==> src/hdl/mteu_pkg.sv <==
// Shared types, constants and helper functions for the multi-turn encoder unwrap block.
// This package has no dependencies; every module of the block refers to it by scoped names.
`timescale 1ns / 1ps

package mteu_pkg;

   localparam int MOTORS_DEFAULT = 4;
   localparam int NUM_OFFSETS = 4;
   localparam int OFFSET_IDX_W = 2;
   localparam int CSR_INDEX_W = 4;

   localparam int CAN_ID_W = 10;
   localparam int ANGLE_W = 13;
   localparam int SPEED_W = 16;
   localparam int OFFSET_W = 10;
   localparam int TURN_W = 24;
   localparam int ABS_W = 43;
   localparam int MOTOR_INDEX_W = 2;

   localparam logic [CAN_ID_W-1:0] ID_BASE = 10'h205;
   localparam logic [ANGLE_W-1:0] ZONE_LOW_LIMIT = 13'd2730;
   localparam logic [ANGLE_W-1:0] ZONE_HIGH_LIMIT = 13'd5461;

   localparam logic signed [TURN_W-1:0] TURN_MAX = 24'sh7FFFFF;
   localparam logic signed [TURN_W-1:0] TURN_MIN = 24'sh800000;

   typedef logic [1:0] zone_type;

   localparam zone_type ZONE_MID = 2'd0;
   localparam zone_type ZONE_LOW = 2'd1;
   localparam zone_type ZONE_HIGH = 2'd2;

   typedef logic signed [OFFSET_W-1:0] offset_type;
   typedef offset_type [NUM_OFFSETS-1:0] offset_array_type;

   localparam offset_array_type OFFSET_RESET = '{
      10'sd105, 10'sd120, -10'sd60, -10'sd75
   };

   typedef struct packed {
      logic     wr_en;
      zone_type zone;
   } upd_type;

   function automatic zone_type zone_of(input logic [ANGLE_W-1:0] angle);
      zone_type z;
      if (angle < ZONE_LOW_LIMIT) begin
         z = ZONE_LOW;
      end else if (angle > ZONE_HIGH_LIMIT) begin
         z = ZONE_HIGH;
      end else begin
         z = ZONE_MID;
      end
      return z;
   endfunction

endpackage

==> src/hdl/mteu_state.sv <==
// Per-motor zone and turn counter registers with the saturating turn update.
// Depends on mteu_pkg for the zone codes, turn limits and the update struct.
`timescale 1ns / 1ps

module mteu_state #(
   parameter int MOTORS = mteu_pkg::MOTORS_DEFAULT,
   parameter int IDX_W = (MOTORS > 1) ? $clog2(MOTORS) : 1
) (
   input  logic                                   clock,
   input  logic                                   reset,
   input  mteu_pkg::upd_type                      upd,
   input  logic [IDX_W-1:0]                       idx,
   output logic signed [mteu_pkg::TURN_W-1:0]     turn_new
);

   mteu_pkg::zone_type                      zone_ff [MOTORS];
   mteu_pkg::zone_type                      zone_in [MOTORS];
   logic signed [mteu_pkg::TURN_W-1:0]      turns_ff [MOTORS];
   logic signed [mteu_pkg::TURN_W-1:0]      turns_in [MOTORS];
   mteu_pkg::zone_type                      zone_old;
   logic signed [mteu_pkg::TURN_W-1:0]      turn_old;
   logic                                    step_up;
   logic                                    step_down;

   assign zone_old = zone_ff[idx];
   assign turn_old = turns_ff[idx];
   assign step_up = (zone_old == mteu_pkg::ZONE_HIGH) && (upd.zone == mteu_pkg::ZONE_LOW);
   assign step_down = (zone_old == mteu_pkg::ZONE_LOW) && (upd.zone == mteu_pkg::ZONE_HIGH);

   always_comb begin
      turn_new = turn_old;
      if (step_up && (turn_old != mteu_pkg::TURN_MAX)) begin
         turn_new = turn_old + 24'sd1;
      end else if (step_down && (turn_old != mteu_pkg::TURN_MIN)) begin
         turn_new = turn_old - 24'sd1;
      end
   end

   always_comb begin
      for (int i = 0; i < MOTORS; i++) begin
         zone_in[i] = zone_ff[i];
         turns_in[i] = turns_ff[i];
         if (upd.wr_en && (idx == IDX_W'(i))) begin
            zone_in[i] = upd.zone;
            turns_in[i] = turn_new;
         end
      end
   end

   always_ff @(posedge clock) begin
      if (reset) begin
         for (int i = 0; i < MOTORS; i++) begin
            zone_ff[i] <= mteu_pkg::ZONE_MID;
            turns_ff[i] <= '0;
         end
      end else begin
         for (int i = 0; i < MOTORS; i++) begin
            zone_ff[i] <= zone_in[i];
            turns_ff[i] <= turns_in[i];
         end
      end
   end

   a_turn_up: assert property (@(posedge clock) disable iff (reset)
      (upd.wr_en && step_up && (turn_old != mteu_pkg::TURN_MAX))
      |=> (turns_ff[$past(idx)] == $past(turn_old) + 24'sd1))
      else $error("turn count did not advance on a high to low crossing");

   a_turn_down: assert property (@(posedge clock) disable iff (reset)
      (upd.wr_en && step_down && (turn_old != mteu_pkg::TURN_MIN))
      |=> (turns_ff[$past(idx)] == $past(turn_old) - 24'sd1))
      else $error("turn count did not retreat on a low to high crossing");

   a_mid_holds: assert property (@(posedge clock) disable iff (reset)
      (upd.wr_en && (upd.zone == mteu_pkg::ZONE_MID))
      |=> (turns_ff[$past(idx)] == $past(turn_old)))
      else $error("turn count moved on an update into the middle zone");

endmodule

==> src/hdl/mteu_angle.sv <==
// Absolute angle arithmetic: 45 times the combined turn and angle word plus the offset.
// Depends on mteu_pkg for the field widths.
`timescale 1ns / 1ps

module mteu_angle (
   input  logic signed [mteu_pkg::TURN_W-1:0]    turns,
   input  logic [mteu_pkg::ANGLE_W-1:0]          angle,
   input  logic signed [mteu_pkg::OFFSET_W-1:0]  offset,
   output logic signed [mteu_pkg::ABS_W-1:0]     abs_angle
);

   // One turn is 8192 counts, so turns*368640 + angle*45 is 45 times {turns, angle}.
   logic signed [mteu_pkg::ABS_W-1:0] counts;
   logic signed [mteu_pkg::ABS_W-1:0] offset_q10;

   assign counts = mteu_pkg::ABS_W'($signed({turns, angle}));
   assign offset_q10 = mteu_pkg::ABS_W'(offset) <<< 10;
   assign abs_angle = (counts <<< 5) + (counts <<< 3) + (counts <<< 2) + counts + offset_q10;

endmodule

==> src/hdl/multi_turn_encoder_unwrap_top.sv <==
// Each accepted item is a motor feedback report: a frame identifier from 0x205 upward, a
// 13-bit rotor angle and a signed speed. Reports for identifiers outside the configured motor
// range are dropped without a result. Every other report yields one result on the rsp_ port:
// the accepting edge loads the input register, and the result register then takes the outcome
// of the turn update and angle arithmetic from it once the result register is free. A new item
// is accepted in every cycle unless the input register is full and the result register is held
// by a stalled consumer. The user must write offsets through the csr_ port only while the
// block is idle; the block itself does not enforce this. csr_index values beyond the four
// offset registers are ignored.
`timescale 1ns / 1ps

module multi_turn_encoder_unwrap_top #(
   parameter int MOTORS = mteu_pkg::MOTORS_DEFAULT
) (
   input  logic                                        clock,
   input  logic                                        reset,
   input  logic                                        req_valid,
   output logic                                        req_ready,
   input  logic [mteu_pkg::CAN_ID_W-1:0]               req_can_id,
   input  logic [mteu_pkg::ANGLE_W-1:0]                req_angle_raw,
   input  logic signed [mteu_pkg::SPEED_W-1:0]         req_speed_raw,
   output logic                                        rsp_valid,
   input  logic                                        rsp_ready,
   output logic [mteu_pkg::MOTOR_INDEX_W-1:0]          rsp_motor_index,
   output logic signed [mteu_pkg::SPEED_W-1:0]         rsp_speed_out,
   output logic signed [mteu_pkg::TURN_W-1:0]          rsp_turn_count,
   output logic signed [mteu_pkg::ABS_W-1:0]           rsp_abs_angle,
   input  logic                                        csr_valid,
   output logic                                        csr_ready,
   input  logic [mteu_pkg::CSR_INDEX_W-1:0]            csr_index,
   input  logic signed [mteu_pkg::OFFSET_W-1:0]        csr_wdata
);

   localparam int IDX_W = (MOTORS > 1) ? $clog2(MOTORS) : 1;

   logic                                        s1_valid_ff;
   logic                                        s1_valid_in;
   logic [mteu_pkg::CAN_ID_W-1:0]               s1_id_ff;
   logic [mteu_pkg::ANGLE_W-1:0]                s1_angle_ff;
   logic signed [mteu_pkg::SPEED_W-1:0]         s1_speed_ff;

   logic                                        out_valid_ff;
   logic                                        out_valid_in;
   logic [mteu_pkg::MOTOR_INDEX_W-1:0]          out_index_ff;
   logic signed [mteu_pkg::SPEED_W-1:0]         out_speed_ff;
   logic signed [mteu_pkg::TURN_W-1:0]          out_turn_ff;
   logic signed [mteu_pkg::ABS_W-1:0]           out_abs_ff;

   mteu_pkg::offset_array_type                  offset_ff;

   logic [mteu_pkg::CAN_ID_W-1:0]               id_diff;
   logic                                        id_ok;
   logic [IDX_W-1:0]                            idx;
   logic                                        out_free;
   logic                                        req_fire;
   logic                                        s1_advance;
   mteu_pkg::upd_type                           upd;
   logic signed [mteu_pkg::TURN_W-1:0]          turn_new;
   logic signed [mteu_pkg::OFFSET_W-1:0]        offset_sel;
   logic [IDX_W+mteu_pkg::OFFSET_IDX_W-1:0]     idx_wide;
   logic signed [mteu_pkg::ABS_W-1:0]           abs_angle;

   assign id_diff = s1_id_ff - mteu_pkg::ID_BASE;
   assign id_ok = (s1_id_ff >= mteu_pkg::ID_BASE) && (id_diff < mteu_pkg::CAN_ID_W'(MOTORS));
   assign idx = id_diff[IDX_W-1:0];

   assign out_free = !out_valid_ff || rsp_ready;
   assign s1_advance = s1_valid_ff && out_free;
   assign req_ready = !s1_valid_ff || out_free;
   assign req_fire = req_valid && req_ready;
   assign s1_valid_in = req_fire ? 1'b1 : (s1_valid_ff && !s1_advance);
   assign out_valid_in = out_free ? (s1_valid_ff && id_ok) : out_valid_ff;

   assign upd.wr_en = s1_advance && id_ok;
   assign upd.zone = mteu_pkg::zone_of(s1_angle_ff);

   assign idx_wide = (IDX_W + mteu_pkg::OFFSET_IDX_W)'(idx);

   always_comb begin
      offset_sel = '0;
      for (int i = 0; i < mteu_pkg::NUM_OFFSETS; i++) begin
         if (idx_wide == (IDX_W + mteu_pkg::OFFSET_IDX_W)'(i)) begin
            offset_sel = offset_ff[i];
         end
      end
   end

   mteu_state #(
      .MOTORS (MOTORS),
      .IDX_W  (IDX_W)
   ) u_state (
      .clock    (clock),
      .reset    (reset),
      .upd      (upd),
      .idx      (idx),
      .turn_new (turn_new)
   );

   mteu_angle u_angle (
      .turns     (turn_new),
      .angle     (s1_angle_ff),
      .offset    (offset_sel),
      .abs_angle (abs_angle)
   );

   always_ff @(posedge clock) begin
      if (reset) begin
         s1_valid_ff <= 1'b0;
         out_valid_ff <= 1'b0;
      end else begin
         s1_valid_ff <= s1_valid_in;
         out_valid_ff <= out_valid_in;
      end
   end

   always_ff @(posedge clock) begin
      if (req_fire) begin
         s1_id_ff <= req_can_id;
         s1_angle_ff <= req_angle_raw;
         s1_speed_ff <= req_speed_raw;
      end
   end

   always_ff @(posedge clock) begin
      if (upd.wr_en) begin
         out_index_ff <= mteu_pkg::MOTOR_INDEX_W'(idx);
         out_speed_ff <= s1_speed_ff;
         out_turn_ff <= turn_new;
         out_abs_ff <= abs_angle;
      end
   end

   assign csr_ready = 1'b1;

   always_ff @(posedge clock) begin
      if (reset) begin
         offset_ff <= mteu_pkg::OFFSET_RESET;
      end else if (csr_valid && csr_ready
                   && (csr_index < mteu_pkg::CSR_INDEX_W'(mteu_pkg::NUM_OFFSETS))) begin
         offset_ff[csr_index[mteu_pkg::OFFSET_IDX_W-1:0]] <= csr_wdata;
      end
   end

   assign rsp_valid = out_valid_ff;
   assign rsp_motor_index = out_index_ff;
   assign rsp_speed_out = out_speed_ff;
   assign rsp_turn_count = out_turn_ff;
   assign rsp_abs_angle = out_abs_ff;

   a_s1_hold: assert property (@(posedge clock) disable iff (reset)
      (s1_valid_ff && !out_free) |=> (s1_valid_ff && $stable(s1_id_ff)))
      else $error("input stage lost an item while the result register was blocked");

   a_drain: assert property (@(posedge clock) disable iff (reset)
      (out_valid_ff && rsp_ready && !s1_valid_ff) |=> !out_valid_ff)
      else $error("a result was repeated after it was taken");

   a_bad_id: assert property (@(posedge clock) disable iff (reset)
      (s1_valid_ff && !id_ok) |-> !upd.wr_en)
      else $error("an unknown identifier updated motor state");

   a_empty_ready: assert property (@(posedge clock) disable iff (reset)
      !s1_valid_ff |-> req_ready)
      else $error("input not ready while the input stage is empty");

endmodule

==> config.mk <==
export PLATFORM = sky130hd
export DESIGN_NAME = multi_turn_encoder_unwrap_top
export DESIGN_NICKNAME = d
export VERILOG_FILES = /design/src/hdl/mteu_pkg.sv /design/src/hdl/mteu_state.sv /design/src/hdl/mteu_angle.sv /design/src/hdl/multi_turn_encoder_unwrap_top.sv
export SDC_FILE = /design/constraint.sdc
export NUM_CORES = 1
export LEC_CHECK = 0
export BUFFER_PORTS_ARGS = -buffer_cell sky130_fd_sc_hd__buf_2
export CAP_MARGIN = 40
export CORE_ASPECT_RATIO = 0.9
export CORE_MARGIN = 8
export CORE_UTILIZATION = 30
export CTS_CLUSTER_DIAMETER = 120
export DETAILED_ROUTE_END_ITERATION = 8
export PLACE_DENSITY_LB_ADDON = 0.08
export SETUP_SLACK_MARGIN = 0.1
export SYNTH_ARGS = -nofsm -noshare
export SYNTH_HDL_FRONTEND = slang
export SYNTH_HIERARCHICAL = 1
export SYNTH_SLANG_ARGS = --single-unit
==> constraint.sdc <==
create_clock -name clock -period 7.4 [get_ports clock]
set_clock_uncertainty 0.05 [all_clocks]
set_input_delay 0.37 -clock clock [delete_from_list [all_inputs] [get_ports clock]]
set_output_delay 0.37 -clock clock [all_outputs]
set_load 0.005 [all_outputs]
==> results.toml, run 1 <==
[status]
status = "finished, final reports clean"

[floorplan]
io_pins = 146
die_y_um = 240
die-area_um2 = 63600
fp.coreArea_um2 = 55400
placementRows = 82
die-width_um = 265
start_util = 0.302

[global_routing]
grt_pass1_wl_um = 75000
grt_max_degree = 59
antenna_found_initial = 0
gr-usage-all-layers = 0.150
grt_overflow = 0
grt_pass1_vias = 12839

[cells_and_area]
area_delta_synth_final_pct = 32.7
n_fill_cell = 5466
layoutNonFillerInstCount = 2652
seq_area_um2 = 7690
nets = 2135
insertedDiodeCount = 0
drive_above_1_share = 0.310
multi_input_area_um2 = 8150

[timing]
finalHoldViolations = 0
period_share = 0.947
final-setup-viol-count = 0
timing.fmax_mhz = 143
maxSlewViolCount = 0
slew_headroom = 0.458
min_period_ns = 7.01
rsz0062_at_grt = "false"
worst_pin_slew_ns = 0.814

[synth]
synth_top_area_share = 0.409
async_flop_share = 0
synth_cell_types = 100
synthTopCellsByArea = "edfxtp_1 41%, fa_1 12%, inv_1 6.1%, dfxtp_1 5.0%, ha_1 4.6%"
synth_most_common_cell = "inv_1"
yosysSeqAreaShare = 0.459
syn_area_um2 = 16700
ys_ff_latch = 270
synth_common_cells = "271 x inv_1, 228 x edfxtp_1, 164 x nor2_1"
synth_enable_flop_cells = 228
synth-main-ff-cell = "edfxtp_1"
yosys_warnings = 6
synth_largest_area_cell = "edfxtp_1"
synthCells = 1476
syn_nets = 1695
syn_area_per_cell_um2 = 11.3

[setup_path]
start_kind = "register"
crit_top_cell = "inv_2"
worstPathArrival_ns = 7.25
critPathKind = "register to register"
endpoint_kind = "register"
crit_path_top_delay_cell = "or4_4"
path_max_fanout = 7
cp_slowest_stage_delay_ns = 0.56
crit_required_ns = 7.64

[placed_design]
io_buffers = 144
hpwl_um = 35400
gp_congestion = 0.827
place_inst = 2528

[route]
avgRoutedWirePerCell_um = 18.0
drt-initial-drc-count = 634
wl_um = 47900
avgViaCountPerCell = 4.58
num_vias = 12150
dr.pass1.iters = 5
antenna_left = 0
drc = 0

[job]
drv_cap = 0

[clocking]
cts.sinks = 270
clk_path_buf_depth = 3
clkSlewWorstSetupHoldPaths_ns = 0.06
cts_buffers = 34
cts_tree = "yes"
cts_root_buf = "clkbuf_16"
clk_latency_ns = 0.55
h-tree-depth = 2

[pwr]
power.density_nw_per_um2 = 348
p_leak_nw = 9.61
power.total_mw = 7.72
ir_worst_vdd_mv = 0.217

[worst_hold_path]
hp-class = "input pin to register"
==> per-stage QoR <==
stage	worst slack [ns]	instance area, um^2	setup TNS, ns	utilization	hold slack (ns)
2_1_floorplan	0.341	16700	0	-	0.350
3_3_place_gp	-0.0487	19900	-0.104	0.360	0.351
3_5_place_dp	0.0790	20000	0	0.361	0.355
4_1_cts	0.133	21600	0	0.390	0.00541
5_1_grt	0.107	22200	0	0.401	0.0294
6_report	0.392	22200	0	0.401	0.0407
==> power by group <==
| part | internal, mW | switching (mW) |
|---|---|---|
| clock | 1.09 | 0.686 |
| sequential | 1.84 | 0.0138 |
| combinational | 1.94 | 2.15 |
| total | 4.87 | 2.85 |
==> cell usage in the layout (no fill, tap or decap), drive strengths merged, types with 20 or more instances in the layout <==
cell and n:
clkbuf 39, nor2 166, fa 99, nand3 20, xnor2 31, buf 406, xor2 27, edfxtp 228
ha 62, mux4 24, dfxtp 42, mux2i 22, dlygate4sd3 43, o21ai 31, a211o 20, nand2 69
inv 271, a21oi 82
==> kinds of logic after synthesis <==
| group | after synthesis | share of synthesized area |
|---|---|---|
| AND/OR/NAND/NOR | 384 | 0.119 |
| buffers and inverters | 318 | 0.0768 |
| flip-flops | 270 | 0.459 |
| AO/OA/AOI/OAI | 236 | 0.102 |
| adder cells (fa/ha/maj) | 161 | 0.165 |
| XOR/XNOR | 58 | 0.0317 |
| multiplexers | 48 | 0.0468 |
| other | 1 | 0.000224 |
==> repair_timing <==
action,CTS,global route
hold buffers,43,0
endpoints found under the setup margin,7,17
gates resized for setup,4,77
pin swaps,2,34
buffers inserted,0,21
hold endpoints to repair,43,0
cloned,0,2
==> flip-flops by register name, summed over array words and instances, names as in the netlist <==
signal,count
offset_ff,40
rsp_abs_angle,43
rsp_motor_index,2
rsp_speed_out,16
rsp_turn_count,24
rsp_valid,1
s1_angle_ff,13
s1_id_ff,10
s1_speed_ff,16
s1_valid_ff,1
u_state/turns_ff,96
u_state/zone_ff,8
==> layout make-up <==
type / count / area share
timing repair buffer: 451 / 0.147
multi-input combinational: 888 / 0.367
clock inverter: 21 / 0.0146
tap: 714 / 0.0402
clock buffer: 37 / 0.0388
sequential: 270 / 0.346
inverter: 271 / 0.0462
==> metal layers <==
metal	track usage	routed length, um	vias up
met5	0	0	-
met4	0.0376	856	0
met3	0.0271	2180	50
met2	0.239	21800	201
met1	0.211	23000	5961
li1	-	-	5938
==> worst paths after layout <==
check | startpoint | endpoint | slack, ns | depth (start not counted)
max reg2reg | s1_id_ff[0] | rsp_abs_angle[33] | 0.39 | 30
max | s1_id_ff[0] | rsp_abs_angle[33] | 0.39 | 30
min | csr_wdata[0] | offset_ff[0] | 0.04 | 2
min reg2reg | s1_speed_ff[7] | rsp_speed_out[7] | 0.36 | 0
==> critical path, delay by kind of cell, from the launching register on <==
kind / cells / cell delay, ns
AOI/OAI and AO/OA: 7 / 1.49
xor gates and xnor gates: 2 / 0.25
buffers and inverters: 13 / 1.27
adders and majority gates: 5 / 1.98
and+or+nand+nor: 2 / 0.93
muxes: 1 / 0.31
DFF: 1 / 0.43
No activity file was read; power rests on OpenSTA's default activity.
==> run 2: changes to the inputs <==
==> constraint.sdc (replaced) <==
create_clock -name clock -period 7.1 [get_ports clock]
set_clock_uncertainty 0.05 [all_clocks]
set_input_delay 0.355 -clock clock [delete_from_list [all_inputs] [get_ports clock]]
set_output_delay 0.355 -clock clock [all_outputs]
set_load 0.005 [all_outputs]
==> run 2 against run 1 <==
Cell area grew 3.1%. Hold slack better by 0.0029 ns. Largest cell class unchanged. Die area unchanged. Worst setup slack worse by 0.11 ns. Highest routed layer unchanged. Power rose by 8.1%. Register-to-register slack got worse by 0.11 ns.
==> results.toml, run 2 (synthesis results as in run 1) <==
[floorplan]
start_util = 0.302
io_pins = 146
placementRows = 82
die-width_um = 265
fp.coreArea_um2 = 55400
die_y_um = 240
die-area_um2 = 63600

[timing]
timing.fmax_mhz = 147
worst_pin_slew_ns = 0.832
maxSlewViolCount = 0
finalHoldViolations = 0
rsz0062_at_grt = "true"
slew_headroom = 0.445
final-setup-viol-count = 0
min_period_ns = 6.81
period_share = 0.960

[setup_path]
cp_slowest_stage_delay_ns = 0.59
path_max_fanout = 8
endpoint_kind = "register"
critPathKind = "register to register"
crit_path_top_delay_cell = "or4_4"
start_kind = "register"
worstPathArrival_ns = 7.09
crit_buf_inv = 11
cp_top_family = "adder cells"
crit_required_ns = 7.38

[pwr]
power.density_nw_per_um2 = 364
p_leak_nw = 9.87
ir_worst_vdd_mv = 0.230

[global_routing]
grt_overflow = 0
antenna_found_initial = 1
grt_pass1_wl_um = 76100
grt_max_degree = 60
gr-usage-all-layers = 0.151
grt_pass1_vias = 13230

[clocking]
clk_latency_ns = 0.60
clkSlewWorstSetupHoldPaths_ns = 0.06
cts_root_buf = "clkbuf_16"
h-tree-depth = 1
clk_path_buf_depth = 3
cts_buffers = 31
cts.sinks = 270
cts_tree = "yes"

[route]
dr.pass1.iters = 4
avgRoutedWirePerCell_um = 17.8
drc = 0
antenna_left = 0
avgViaCountPerCell = 4.56
num_vias = 12396
wl_um = 48400
drt-initial-drc-count = 731

[cells_and_area]
drive_above_1_share = 0.352
n_fill_cell = 5399
insertedDiodeCount = 0
regMostFlops = "u_state/turns_ff"
nets = 2202
final_common_cell = "buf_4"
layoutNonFillerInstCount = 2721
fin_util = 0.413
mostFrequentLayoutCells = "306 x buf_4, 239 x inv_1, 228 x edfxtp_1"
area_delta_synth_final_pct = 36.8
design_area_um2 = 22900
largest_reg_flops = 96

[placed_design]
hpwl_um = 36300
place_inst = 2576
dpl-instance-area_um2 = 20400
gp_congestion = 0.874
io_buffers = 144

[status]
status = "finished, final reports clean"

[job]
drv_cap = 0

[worst_hold_path]
hp-class = "input pin to register"
-- run 2: cell count changes in the layout (fill, tap and decap cells not counted), sizes merged --
cell / previous run / this run
buf: 406 / 470
bufinv: 7 / 1
clkbuf: 39 / 40
clkinv: 14 / 17
dlygate4sd3: 43 / 50
-- run 2: final cells by class --
cell class              count  area [um^2]  area share
multi-input cells         888         8470       0.370
flip-flops and latches    270         7690       0.336
repair buffers            521         3890       0.170
inverters                 271         1030      0.0450
well taps                 714          893      0.0390
clock buffers              39          806      0.0352
clock inverters            18          123     0.00535
-- run 2: power breakdown --
part / internal (mW) / switching, mW / total (mW)
clock network: 0.836 / 0.666 / 1.50
logic: 2.45 / 2.47 / 4.92
registers: 1.91 / 0.0140 / 1.93
-- run 2: through the flow --
step	hold WS, ns	worst slack (ns)	TNS (ns)	total power, mW
final	0.0436	0.286	0	8.35
after global routing	0.0312	-0.0371	-0.0419	8.99
after CTS	0.0118	0.109	0	7.93
after detailed placement	0.355	-0.0665	-0.105	6.15
after global placement	0.350	-0.115	-0.647	6.22
after floorplan	0.350	0.109	0	4.36
-- run 2: path summary, 6_finish.rpt --
path / start / endpoint / slack [ns] / cells after the start
max: s1_id_ff[0] / rsp_abs_angle[40] / 0.29 / 29
max reg2reg: s1_id_ff[0] / rsp_abs_angle[40] / 0.29 / 29
min reg2reg: s1_speed_ff[1] / rsp_speed_out[1] / 0.37 / 0
min: rsp_ready / rsp_valid / 0.04 / 4
-- run 2: layer usage --
metal / routed length [um] / share of wire / global-route usage
met5: 0 / 0 / 0
met4: 1070 / 0.022 / 0.0363
met3: 1830 / 0.038 / 0.0225
met2: 22000 / 0.45 / 0.240
met1: 23500 / 0.49 / 0.215
-- run 2: tightest hold or removal path, delay by kind of cell --
kind,cells,cell delay (ns)
AO/OA/AOI/OAI,1,0.05
buffers and inverters,2,0.15
AND/OR/NAND/NOR,1,0.08
-- run 2: what timing repair did --
item	in CTS	in global routing
pin swaps	26	83
setup endpoints to repair	13	20
endpoints found under the hold margin	67	0
gates resized for setup	43	120
setup buffers	11	27
gates cloned	0	1
hold buffers	50	0
